## config.mk

```make
export PLATFORM = sky130hd
export DESIGN_NAME = register_file_alu_machine
export DESIGN_NICKNAME = d
export VERILOG_FILES = /design/src/rtl/core/rfam_pkg.sv /design/src/rtl/core/rfam_regfile.sv /design/src/rtl/core/rfam_divider.sv /design/src/rtl/core/register_file_alu_machine.sv
export SDC_FILE = /design/constraint.sdc
export NUM_CORES = 2
export LEC_CHECK = 0
export ABC_AREA = 1
export BUFFER_PORTS_ARGS = -buffer_cell sky130_fd_sc_hd__buf_4
export CAP_MARGIN = 20
export CORE_ASPECT_RATIO = 2
export CORE_MARGIN = 10
export CORE_UTILIZATION = 40
export CTS_CLUSTER_SIZE = 12
export DETAILED_ROUTE_END_ITERATION = 10
export GPL_TIMING_DRIVEN = 0
export PLACE_DENSITY = 0.52
export SLEW_MARGIN = 40
export SYNTH_ARGS = -nofsm -noshare
export SYNTH_HDL_FRONTEND = slang
export SYNTH_HIERARCHICAL = 1
export SYNTH_SLANG_ARGS = --single-unit
```

## constraint.sdc

```tcl
create_clock -name aclk -period 15.2 [get_ports aclk]
set_input_delay 1.52 -clock aclk [delete_from_list [all_inputs] [get_ports aclk]]
set_output_delay 1.52 -clock aclk [all_outputs]
set_load 0.01 [all_outputs]
```

## src/rtl/core/rfam_pkg.sv

```systemverilog
// Shared constants and types for the register file ALU machine.
// No dependencies; every other file in rtl/core refers to this package.
package rfam_pkg;

    // Register file geometry
    localparam int NUM_REGS  = 32;
    localparam int ADDR_W    = (NUM_REGS > 1) ? $clog2(NUM_REGS) : 1;
    localparam int REG_IDX_W = 5;
    localparam int DATA_W    = 32;
    localparam int KIND_W    = 4;
    localparam int STATUS_W  = 2;

    // Instruction kinds
    localparam logic [KIND_W-1:0] KIND_LOAD   = 4'd0;
    localparam logic [KIND_W-1:0] KIND_OUTPUT = 4'd1;
    localparam logic [KIND_W-1:0] KIND_MOVE   = 4'd2;
    localparam logic [KIND_W-1:0] KIND_XCHG   = 4'd3;
    localparam logic [KIND_W-1:0] KIND_ADD    = 4'd4;
    localparam logic [KIND_W-1:0] KIND_SUB    = 4'd5;
    localparam logic [KIND_W-1:0] KIND_MUL    = 4'd6;
    localparam logic [KIND_W-1:0] KIND_DIV    = 4'd7;
    localparam logic [KIND_W-1:0] KIND_MOD    = 4'd8;
    localparam logic [KIND_W-1:0] KIND_AND    = 4'd9;
    localparam logic [KIND_W-1:0] KIND_OR     = 4'd10;
    localparam logic [KIND_W-1:0] KIND_XOR    = 4'd11;

    // Result status codes
    localparam logic [STATUS_W-1:0] ST_DONE    = 2'd0;
    localparam logic [STATUS_W-1:0] ST_OUT     = 2'd1;
    localparam logic [STATUS_W-1:0] ST_DIVZERO = 2'd2;
    localparam logic [STATUS_W-1:0] ST_HALTED  = 2'd3;

    // Register file read request (two ports, same cycle)
    typedef struct packed {
        logic                 en;
        logic [REG_IDX_W-1:0] addr_a;
        logic [REG_IDX_W-1:0] addr_b;
    } rd_req_t;

    // Register file write request
    typedef struct packed {
        logic                 en;
        logic [REG_IDX_W-1:0] addr;
        logic [DATA_W-1:0]    data;
    } wr_req_t;

    // Divider response
    typedef struct packed {
        logic              done;
        logic [DATA_W-1:0] quotient;
        logic [DATA_W-1:0] remainder;
    } div_rsp_t;

endpackage

```

## src/rtl/core/rfam_regfile.sv

```systemverilog
// Register file: synchronous memory, two registered read ports, one write port.
// Per-entry valid bits make unwritten entries read as zero after reset.
// Depends on rfam_pkg.
module rfam_regfile (
    input  logic                         aclk,
    input  logic                         aresetn,
    input  rfam_pkg::rd_req_t            rd_req,
    input  rfam_pkg::wr_req_t            wr_req,
    output logic [rfam_pkg::DATA_W-1:0]  rd_data_a,
    output logic [rfam_pkg::DATA_W-1:0]  rd_data_b
);

    logic [rfam_pkg::DATA_W-1:0]   mem [rfam_pkg::NUM_REGS];
    logic [rfam_pkg::NUM_REGS-1:0] valid_reg;
    logic [rfam_pkg::DATA_W-1:0]   data_a_reg;
    logic [rfam_pkg::DATA_W-1:0]   data_b_reg;
    logic                          hit_a_reg;
    logic                          hit_b_reg;
    logic                          in_rng_a;
    logic                          in_rng_b;
    logic                          in_rng_w;

    // Indexes at or above the register count read as zero and drop writes
    assign in_rng_a = 32'(rd_req.addr_a) < 32'(rfam_pkg::NUM_REGS);
    assign in_rng_b = 32'(rd_req.addr_b) < 32'(rfam_pkg::NUM_REGS);
    assign in_rng_w = 32'(wr_req.addr)   < 32'(rfam_pkg::NUM_REGS);

    always_ff @(posedge aclk) begin
        if (wr_req.en && in_rng_w) begin
            mem[wr_req.addr[rfam_pkg::ADDR_W-1:0]] <= wr_req.data;
        end
        if (rd_req.en) begin
            data_a_reg <= mem[rd_req.addr_a[rfam_pkg::ADDR_W-1:0]];
            data_b_reg <= mem[rd_req.addr_b[rfam_pkg::ADDR_W-1:0]];
        end
    end

    always_ff @(posedge aclk) begin
        if (!aresetn) begin
            valid_reg <= '0;
            hit_a_reg <= 1'b0;
            hit_b_reg <= 1'b0;
        end else begin
            if (wr_req.en && in_rng_w) begin
                valid_reg[wr_req.addr[rfam_pkg::ADDR_W-1:0]] <= 1'b1;
            end
            if (rd_req.en) begin
                hit_a_reg <= in_rng_a && valid_reg[rd_req.addr_a[rfam_pkg::ADDR_W-1:0]];
                hit_b_reg <= in_rng_b && valid_reg[rd_req.addr_b[rfam_pkg::ADDR_W-1:0]];
            end
        end
    end

    assign rd_data_a = hit_a_reg ? data_a_reg : '0;
    assign rd_data_b = hit_b_reg ? data_b_reg : '0;

endmodule

```

## src/rtl/core/rfam_divider.sv

```systemverilog
// Iterative signed 32-bit divider, one quotient bit per cycle, truncating.
// Depends on rfam_pkg.
module rfam_divider (
    input  logic                        aclk,
    input  logic                        aresetn,
    input  logic                        start,
    input  logic [rfam_pkg::DATA_W-1:0] dividend,
    input  logic [rfam_pkg::DATA_W-1:0] divisor,
    output rfam_pkg::div_rsp_t          div_rsp
);

    localparam int W   = rfam_pkg::DATA_W;
    localparam int CNT_W = $clog2(W);

    logic             run_reg;
    logic             fix_reg;
    logic             done_reg;
    logic [CNT_W-1:0] cnt_reg;
    logic [W-1:0]     rem_reg;
    logic [W-1:0]     quo_reg;
    logic [W-1:0]     dvs_reg;
    logic             neg_q_reg;
    logic             neg_r_reg;

    logic [W:0]       shifted;
    logic [W+1:0]     diff;
    logic [W-1:0]     abs_dend;
    logic [W-1:0]     abs_dvs;

    // Magnitudes; the most negative value maps onto 2^(W-1) unsigned
    assign abs_dend = dividend[W-1] ? (~dividend + 1'b1) : dividend;
    assign abs_dvs  = divisor[W-1]  ? (~divisor + 1'b1)  : divisor;

    // Restoring step
    assign shifted = {rem_reg, quo_reg[W-1]};
    assign diff    = {1'b0, shifted} - {2'b00, dvs_reg};

    always_ff @(posedge aclk) begin
        if (!aresetn) begin
            run_reg  <= 1'b0;
            fix_reg  <= 1'b0;
            done_reg <= 1'b0;
        end else begin
            done_reg <= fix_reg;
            fix_reg  <= 1'b0;
            if (start) begin
                run_reg   <= 1'b1;
                cnt_reg   <= '0;
                rem_reg   <= '0;
                quo_reg   <= abs_dend;
                dvs_reg   <= abs_dvs;
                neg_q_reg <= dividend[W-1] ^ divisor[W-1];
                neg_r_reg <= dividend[W-1];
            end else if (run_reg) begin
                if (!diff[W+1]) begin
                    rem_reg <= diff[W-1:0];
                    quo_reg <= {quo_reg[W-2:0], 1'b1};
                end else begin
                    rem_reg <= shifted[W-1:0];
                    quo_reg <= {quo_reg[W-2:0], 1'b0};
                end
                cnt_reg <= cnt_reg + 1'b1;
                if (cnt_reg == CNT_W'(W - 1)) begin
                    run_reg <= 1'b0;
                    fix_reg <= 1'b1;
                end
            end else if (fix_reg) begin
                // Quotient sign from both operands, remainder follows dividend
                if (neg_q_reg) begin
                    quo_reg <= ~quo_reg + 1'b1;
                end
                if (neg_r_reg) begin
                    rem_reg <= ~rem_reg + 1'b1;
                end
            end
        end
    end

    assign div_rsp.done      = done_reg;
    assign div_rsp.quotient  = quo_reg;
    assign div_rsp.remainder = rem_reg;

endmodule

```

## src/rtl/core/register_file_alu_machine.sv

```systemverilog
// Top level of the register file ALU machine: control sequencer, ALU and output word register.
// Depends on rfam_pkg, rfam_regfile and rfam_divider.
//
// Executes one decoded instruction word at a time on a 32-entry file of 32-bit registers
// held in a synchronous memory (registered read, two read ports, one write port);
// the file reads as all zero after reset with no clearing pass, through per-entry valid bits.
// Each word has its operands read at the input handshake. For every kind but divide and
// modulo the execute state then computes the result, writes it back and loads it into the
// output register. Exchange loads its result in the execute state as well, but holds off
// the input while a further state writes the second register on the single write port.
// For divide and modulo the execute state starts the divider, which works out all 32 quotient
// bits in turn, fixes the signs and passes its done flag through a register; a write-back
// state then stores and emits the result. A new word is taken as
// soon as the previous one has written back, even while its result still waits in the output
// register; execution stalls only when the output register is full and not being drained.
// A divide or modulo by zero changes no register, reports status 2 and halts the machine:
// every later word is answered with status 3 until reset. out_value is zero except for output.
module register_file_alu_machine (
    input  logic                                   aclk,
    input  logic                                   aresetn,

    input  logic                                   s_valid,
    output logic                                   s_ready,
    input  logic [rfam_pkg::KIND_W-1:0]            s_kind,
    input  logic [rfam_pkg::REG_IDX_W-1:0]         s_dest,
    input  logic [rfam_pkg::REG_IDX_W-1:0]         s_src_a,
    input  logic [rfam_pkg::REG_IDX_W-1:0]         s_src_b,
    input  logic                                   s_three_operand,
    input  logic signed [rfam_pkg::DATA_W-1:0]     s_immediate,

    output logic                                   m_valid,
    input  logic                                   m_ready,
    output logic [rfam_pkg::STATUS_W-1:0]          m_status,
    output logic signed [rfam_pkg::DATA_W-1:0]     m_out_value
);

    typedef enum logic [2:0] {
        S_IDLE,
        S_EXEC,
        S_XCHG,
        S_DIV,
        S_DIVWB
    } state_t;

    state_t state_reg;
    state_t state_next;

    // Captured instruction word
    logic [rfam_pkg::KIND_W-1:0]    kind_reg;
    logic [rfam_pkg::REG_IDX_W-1:0] dest_reg;
    logic [rfam_pkg::REG_IDX_W-1:0] src_a_reg;
    logic [rfam_pkg::DATA_W-1:0]    imm_reg;

    logic                           halted_reg;

    // Output word register
    logic                           m_valid_reg;
    logic [rfam_pkg::STATUS_W-1:0]  m_status_reg;
    logic [rfam_pkg::DATA_W-1:0]    m_out_value_reg;

    rfam_pkg::rd_req_t              rd_req;
    rfam_pkg::wr_req_t              wr_req;
    rfam_pkg::div_rsp_t             div_rsp;
    logic [rfam_pkg::DATA_W-1:0]    opnd_x;
    logic [rfam_pkg::DATA_W-1:0]    opnd_y;
    logic [rfam_pkg::DATA_W-1:0]    alu_res;
    logic                           sel_dest_a;
    logic                           accept;
    logic                           out_free;
    logic                           emit;
    logic [rfam_pkg::STATUS_W-1:0]  emit_status;
    logic [rfam_pkg::DATA_W-1:0]    emit_value;
    logic                           div_start;
    logic                           set_halt;

    assign s_ready  = (state_reg == S_IDLE);
    assign accept   = s_valid && s_ready;
    assign out_free = !m_valid_reg || m_ready;

    // Operand fetch is issued in the accept cycle straight from the input word.
    // Port A carries dest and port B src_a for two-operand form and for
    // output / move / exchange; three-operand form reads src_a and src_b.
    assign sel_dest_a = !s_three_operand ||
                        (s_kind inside {rfam_pkg::KIND_OUTPUT, rfam_pkg::KIND_MOVE,
                                        rfam_pkg::KIND_XCHG});

    always_comb begin
        rd_req.en     = accept;
        rd_req.addr_a = sel_dest_a ? s_dest  : s_src_a;
        rd_req.addr_b = sel_dest_a ? s_src_a : s_src_b;
    end

    rfam_regfile u_regfile (
        .aclk      (aclk),
        .aresetn   (aresetn),
        .rd_req    (rd_req),
        .wr_req    (wr_req),
        .rd_data_a (opnd_x),
        .rd_data_b (opnd_y)
    );

    rfam_divider u_divider (
        .aclk     (aclk),
        .aresetn  (aresetn),
        .start    (div_start),
        .dividend (opnd_x),
        .divisor  (opnd_y),
        .div_rsp  (div_rsp)
    );

    // Combinational ALU; sums and products wrap to 32 bits
    always_comb begin
        case (kind_reg)
            rfam_pkg::KIND_ADD: alu_res = opnd_x + opnd_y;
            rfam_pkg::KIND_SUB: alu_res = opnd_x - opnd_y;
            rfam_pkg::KIND_MUL: alu_res = opnd_x * opnd_y;
            rfam_pkg::KIND_AND: alu_res = opnd_x & opnd_y;
            rfam_pkg::KIND_OR:  alu_res = opnd_x | opnd_y;
            rfam_pkg::KIND_XOR: alu_res = opnd_x ^ opnd_y;
            default:            alu_res = '0;
        endcase
    end

    // Sequencer
    always_comb begin
        state_next  = state_reg;
        wr_req      = '0;
        emit        = 1'b0;
        emit_status = rfam_pkg::ST_DONE;
        emit_value  = '0;
        div_start   = 1'b0;
        set_halt    = 1'b0;
        case (state_reg)
            S_IDLE: begin
                if (s_valid) begin
                    state_next = S_EXEC;
                end
            end
            S_EXEC: begin
                // Read data holds until the next fetch, so stalling here is safe
                if (out_free) begin
                    state_next = S_IDLE;
                    emit       = 1'b1;
                    if (halted_reg) begin
                        emit_status = rfam_pkg::ST_HALTED;
                    end else begin
                        case (kind_reg)
                            rfam_pkg::KIND_LOAD: begin
                                wr_req.en   = 1'b1;
                                wr_req.addr = dest_reg;
                                wr_req.data = imm_reg;
                            end
                            rfam_pkg::KIND_OUTPUT: begin
                                emit_status = rfam_pkg::ST_OUT;
                                emit_value  = opnd_x;
                            end
                            rfam_pkg::KIND_MOVE: begin
                                wr_req.en   = 1'b1;
                                wr_req.addr = dest_reg;
                                wr_req.data = opnd_y;
                            end
                            rfam_pkg::KIND_XCHG: begin
                                wr_req.en   = 1'b1;
                                wr_req.addr = dest_reg;
                                wr_req.data = opnd_y;
                                state_next  = S_XCHG;
                            end
                            rfam_pkg::KIND_ADD, rfam_pkg::KIND_SUB, rfam_pkg::KIND_MUL,
                            rfam_pkg::KIND_AND, rfam_pkg::KIND_OR, rfam_pkg::KIND_XOR: begin
                                wr_req.en   = 1'b1;
                                wr_req.addr = dest_reg;
                                wr_req.data = alu_res;
                            end
                            rfam_pkg::KIND_DIV, rfam_pkg::KIND_MOD: begin
                                if (opnd_y == '0) begin
                                    set_halt    = 1'b1;
                                    emit_status = rfam_pkg::ST_DIVZERO;
                                end else begin
                                    emit       = 1'b0;
                                    div_start  = 1'b1;
                                    state_next = S_DIV;
                                end
                            end
                            default: begin
                                // unused kinds: no state change, status done
                            end
                        endcase
                    end
                end
            end
            S_XCHG: begin
                // second half of exchange: old dest value into src_a
                wr_req.en   = 1'b1;
                wr_req.addr = src_a_reg;
                wr_req.data = opnd_x;
                state_next  = S_IDLE;
            end
            S_DIV: begin
                if (div_rsp.done) begin
                    state_next = S_DIVWB;
                end
            end
            S_DIVWB: begin
                if (out_free) begin
                    wr_req.en   = 1'b1;
                    wr_req.addr = dest_reg;
                    wr_req.data = (kind_reg == rfam_pkg::KIND_DIV) ? div_rsp.quotient
                                                                   : div_rsp.remainder;
                    emit        = 1'b1;
                    state_next  = S_IDLE;
                end
            end
            default: begin
                state_next = S_IDLE;
            end
        endcase
    end

    always_ff @(posedge aclk) begin
        if (!aresetn) begin
            state_reg   <= S_IDLE;
            halted_reg  <= 1'b0;
            m_valid_reg <= 1'b0;
        end else begin
            state_reg <= state_next;
            if (set_halt) begin
                halted_reg <= 1'b1;
            end
            if (emit) begin
                m_valid_reg     <= 1'b1;
                m_status_reg    <= emit_status;
                m_out_value_reg <= emit_value;
            end else if (m_ready) begin
                m_valid_reg <= 1'b0;
            end
            if (accept) begin
                kind_reg  <= s_kind;
                dest_reg  <= s_dest;
                src_a_reg <= s_src_a;
                imm_reg   <= s_immediate;
            end
        end
    end

    assign m_valid     = m_valid_reg;
    assign m_status    = m_status_reg;
    assign m_out_value = m_out_value_reg;

endmodule

```

==> flow_summary.ini, run 1 <==
[global_routing]
grt_pass1_vias = 96788
overflow = 14
grtUsageTotal_pct = 53.78
grt_max_degree = 35
grt_pass1_wl_um = 899000

[logic_synthesis]
syn_inst = 11098
ys_seq_area_share_pct = 42.80
yosysWarnings = 6
syn_area_per_cell_um2 = 8.212
yosys.area.top_type = edfxtp_1
synth-edff-count = 1271
synthFlopType = edfxtp_1
synth_cell_types = 72
synth_area_um2 = 91140
synth_nets = 11821
synth_area_leaders = edfxtp_1, nand2_1, fa_1, inv_1, nand3_1
synth_top_cell_area_share_pct = 41.88
ys_ff_latch = 1313
synthArstFlopShare_pct = 0

[status]
lastStage = global routing
status = aborted with a tool error
stop_error = [ERROR GRT-0116] Global routing finished with congestion. Check the congestion regions in the DRC Viewer.

[placement]
dpl.hpwl_um = 482500
portBuffers = 91
place.gp.congestion = 1.218

[floorplan]
die_w_um = 357.5
io-pin-count = 92
initial_core_util_pct = 40.23
row_count = 247
chipHeight_um = 695.1

[clock_network]
cts-root-buf = clkbuf_16
clkSinkCount = 1313
numCtsBuffers = 149
cts_resized = 0
clk_path_buf_depth = 4
cts_setup_buffers = 0
holdBufCountCts = 0
cts-htree-levels = 4
-- synth_stat cells, types with 10 or more instances --
master,number
nand2_1,3266
inv_1,1340
edfxtp_1,1271
nor2_1,973
nand3_1,771
a21oi_1,627
o21ai_0,595
fa_1,410
clkbuf_1,287
ha_1,257
buf_2,229
o31ai_1,186
o211ai_1,128
xor2_1,85
o21ai_1,74
buf_1,66
nor3_1,59
dfxtp_1,42
nand4_1,39
buf_4,34
a221oi_1,32
xnor2_1,32
buf_6,26
o221ai_1,26
o211ai_2,24
inv_2,23
a21o_1,22
o21bai_1,15
o22ai_1,15
or2_2,15
nor4_1,14
a31oi_1,11
nand3b_1,10
nor3_2,10
-- kinds of logic after synthesis --
family,Yosys count,synth area share [%]
compound gates,1791,11.45
flops,1313,42.80
simple gates,5197,23.07
xor+xnor,118,1.149
buf+inv,2012,9.002
fa+ha+maj,667,12.53
-- routing by layer --
layer | GRT overflow | track usage (%)
met1 | 0 | 49.16
met2 | 6 | 81.31
met3 | 0 | 24.45
met4 | 8 | 63.73
met5 | 0 | 2.757
-- per-stage QoR --
stage	hold WS [ps]	cell area [um^2]	instances	util, %	worst slack, ps
detailed placement	456.2	100900	14416	44.55	3053
global placement	454.4	95560	14177	42.18	69.03
CTS	467.8	105400	14649	46.52	2955
floorplan	416.6	91140	11098	-	6843
==> run 2: changes to the inputs <==
--- a/config.mk
+++ b/config.mk
@@ -8,13 +8,11 @@
 export ABC_AREA = 1
 export BUFFER_PORTS_ARGS = -buffer_cell sky130_fd_sc_hd__buf_4
 export CAP_MARGIN = 20
-export CORE_ASPECT_RATIO = 2
 export CORE_MARGIN = 10
-export CORE_UTILIZATION = 40
-export CTS_CLUSTER_SIZE = 12
+export CORE_UTILIZATION = 25
 export DETAILED_ROUTE_END_ITERATION = 10
 export GPL_TIMING_DRIVEN = 0
-export PLACE_DENSITY = 0.52
+export PLACE_DENSITY_LB_ADDON = 0.15
 export SLEW_MARGIN = 40
 export SYNTH_ARGS = -nofsm -noshare
 export SYNTH_HDL_FRONTEND = slang
==> run 2 against run 1 <==
  * The flow now finishes without violations
  * Synthesized area unchanged
  * Synthesized cell count unchanged
==> flow_summary.ini, run 2 <==
[floorplan]
io-pin-count = 92
die_w_um = 623.8
initial_core_util_pct = 25.12
core_area_um2 = 362800
row_count = 221
dieArea_um2 = 389100
chipHeight_um = 623.8

[sta]
hold_ws_ps = 502.1
period_share_pct = 75.24
period_needed_ps = 11440
finalClockSkew_ps = 121.0
max_freq_mhz = 87.44
setup_tns_ps = 0
hold_violations = 0
drv_slew = 0
setup_viol = 0
rsz0062_at_grt = false
slew_headroom_pct = 28.45
fin_ws_ps = 3763
tightestPinTransition_ps = 1064

[logic_synthesis]
synth_top_cell_area_share_pct = 41.88
synth_cell_types = 72
synth_nets = 11821
syn_area_per_cell_um2 = 8.212
yosysMostFrequentCell = nand2_1
synthArstFlopShare_pct = 0
yosys.area.top_type = edfxtp_1
synth_common_cells = nand2_1, inv_1, edfxtp_1
synth_area_um2 = 91140
synth_area_leaders = edfxtp_1, nand2_1, fa_1, inv_1, nand3_1
ys_ff_latch = 1313
syn_inst = 11098
yosysWarnings = 6
synthFlopType = edfxtp_1
synth-edff-count = 1271
ys_seq_area_share_pct = 42.80

[global_routing]
grt_antenna_before_repair = 43
grt_pass1_vias = 80613
grt_max_degree = 35
grt_pass1_wl_um = 675700
overflow = 0
grtUsageTotal_pct = 24.77

[route]
drt-pass1-iter-count = 6
drc = 0
wl_met3_um = 50250
wl_um = 504100
wl_per_cell_um = 30.56
drtAntennaViolNets = 0
dr_wl_met2_um = 212500
drt_iter0_markers = 11528
routed_via_density = 5.169
highest_layer = met5
vias = 85270
m1WireLength_um = 210000

[clock_network]
cts_setup_buffers = 0
tritoncts = yes
numCtsBuffers = 167
worst_skew_pair.late_latency_ps = 930
cts_resized = 0
clkSinkCount = 1313
cts-htree-levels = 4
holdBufCountCts = 0
clk_path_buf_depth = 4
cts-root-buf = clkbuf_16
clk_pin_slew_ps = 60

[setup_path]
worst_ep_arrival_time_ps = 12030
worstPathMaxFanout = 10
crit_slowest_cell = clkbuf_1
critPathMaxStageDelay_ps = 710
crit_path_start_kind = flip-flop
reg2regPathDepth = 34
cp_num_buf_inv = 14
path_common_cell = fa_1
cp.depth = 34
crit_required_ps = 15790
cp_top_family = adder cells
end_kind = flip-flop
worst-setup-path-type = flip-flop to flip-flop

[placement]
place.gp.congestion = 1.024
pre_cts_ws_ps = 4026
portBuffers = 91
dpl.hpwl_um = 396200
post-place-cells = 16186

[final_layout]
fin_nets = 12284
areaGrowthSynthToFinish_pct = 18.08
final_cell_mix = nand2_1, inv_1, edfxtp_1
fin_util_pct = 29.66
drive_gt1_share_pct = 9.876
largest_reg_flops = 1024
final_common_cell = nand2_1
final_cells = 16495

[min_path]
hold_class = flip-flop to flip-flop
holdPathStages = 2

[pwr]
pwr_density_cell_nw_per_um2 = 130.6
vdd_drop_max_uv = 95.10
cellLeakagePower_nw = 46.57

[status]
status = finished, final reports clean

[run]
cap_violations = 0
[run 2: stage by stage]
stage	instance area, um^2	power [W]
CTS	107500	0.01396
finish	107600	0.01406
detailed placement	102300	0.009992
global route	107600	0.01448
floorplan	91140	0.007187
global placement	97820	0.009694
[run 2: layer usage]
layer / GRT usage (%) / vias up
li1: - / 37410
met1: 33.14 / 42295
met2: 37.20 / 4570
met3: 5.951 / 979
met4: 12.47 / 16
met5: 0 / -
[run 2: cell families after synthesis]
group                    synth area share (%)
AO/OA/AOI/OAI                           11.45
XOR/XNOR                                1.149
adder cells (fa/ha/maj)                 12.53
buffers and inverters                   9.002
flip-flops                              42.80
AND/OR/NAND/NOR                         23.07
[run 2: path summary, 6_finish.rpt]
| check | from | to | slack, ps |
|---|---|---|---|
| worst min-delay path | u_regfile/valid_reg[9] | u_regfile/valid_reg[9] | 500 |
| worst min register to register | u_regfile/valid_reg[9] | u_regfile/valid_reg[9] | 500 |
| worst max-delay path | u_regfile/hit_a_reg | u_regfile/mem[17][25] | 3760 |
| worst max register to register | u_regfile/hit_a_reg | u_regfile/mem[17][25] | 3760 |
[run 2: cell type report]
type,instances,area [um^2]
diodes,16,40.04
plain buffers,648,3227
clock buffers,211,4437
clock inverters,82,734.5
fillers,39040,255200
inverters,1364,5120
multi-input cells,7773,44790
flip-flops and latches,1313,39010
well taps,4794,5998
repair buffers,294,4269
[run 2: worst reg2reg max path, delay by kind of cell (launching register included)]
kind / cells / cell delay, ps
flops: 1 / 300
simple gates: 5 / 750
buf+inv: 14 / 3630
compound gates: 6 / 2090
fa+ha+maj: 9 / 4330
[run 2: power by group]
group	internal (W)	switching, W
Combinational	0.00139	0.00418
Sequential	0.00442	0.000113
Clock	0.00225	0.00171
Total	0.00806	0.00599
Power figures use the tool's default switching activity.
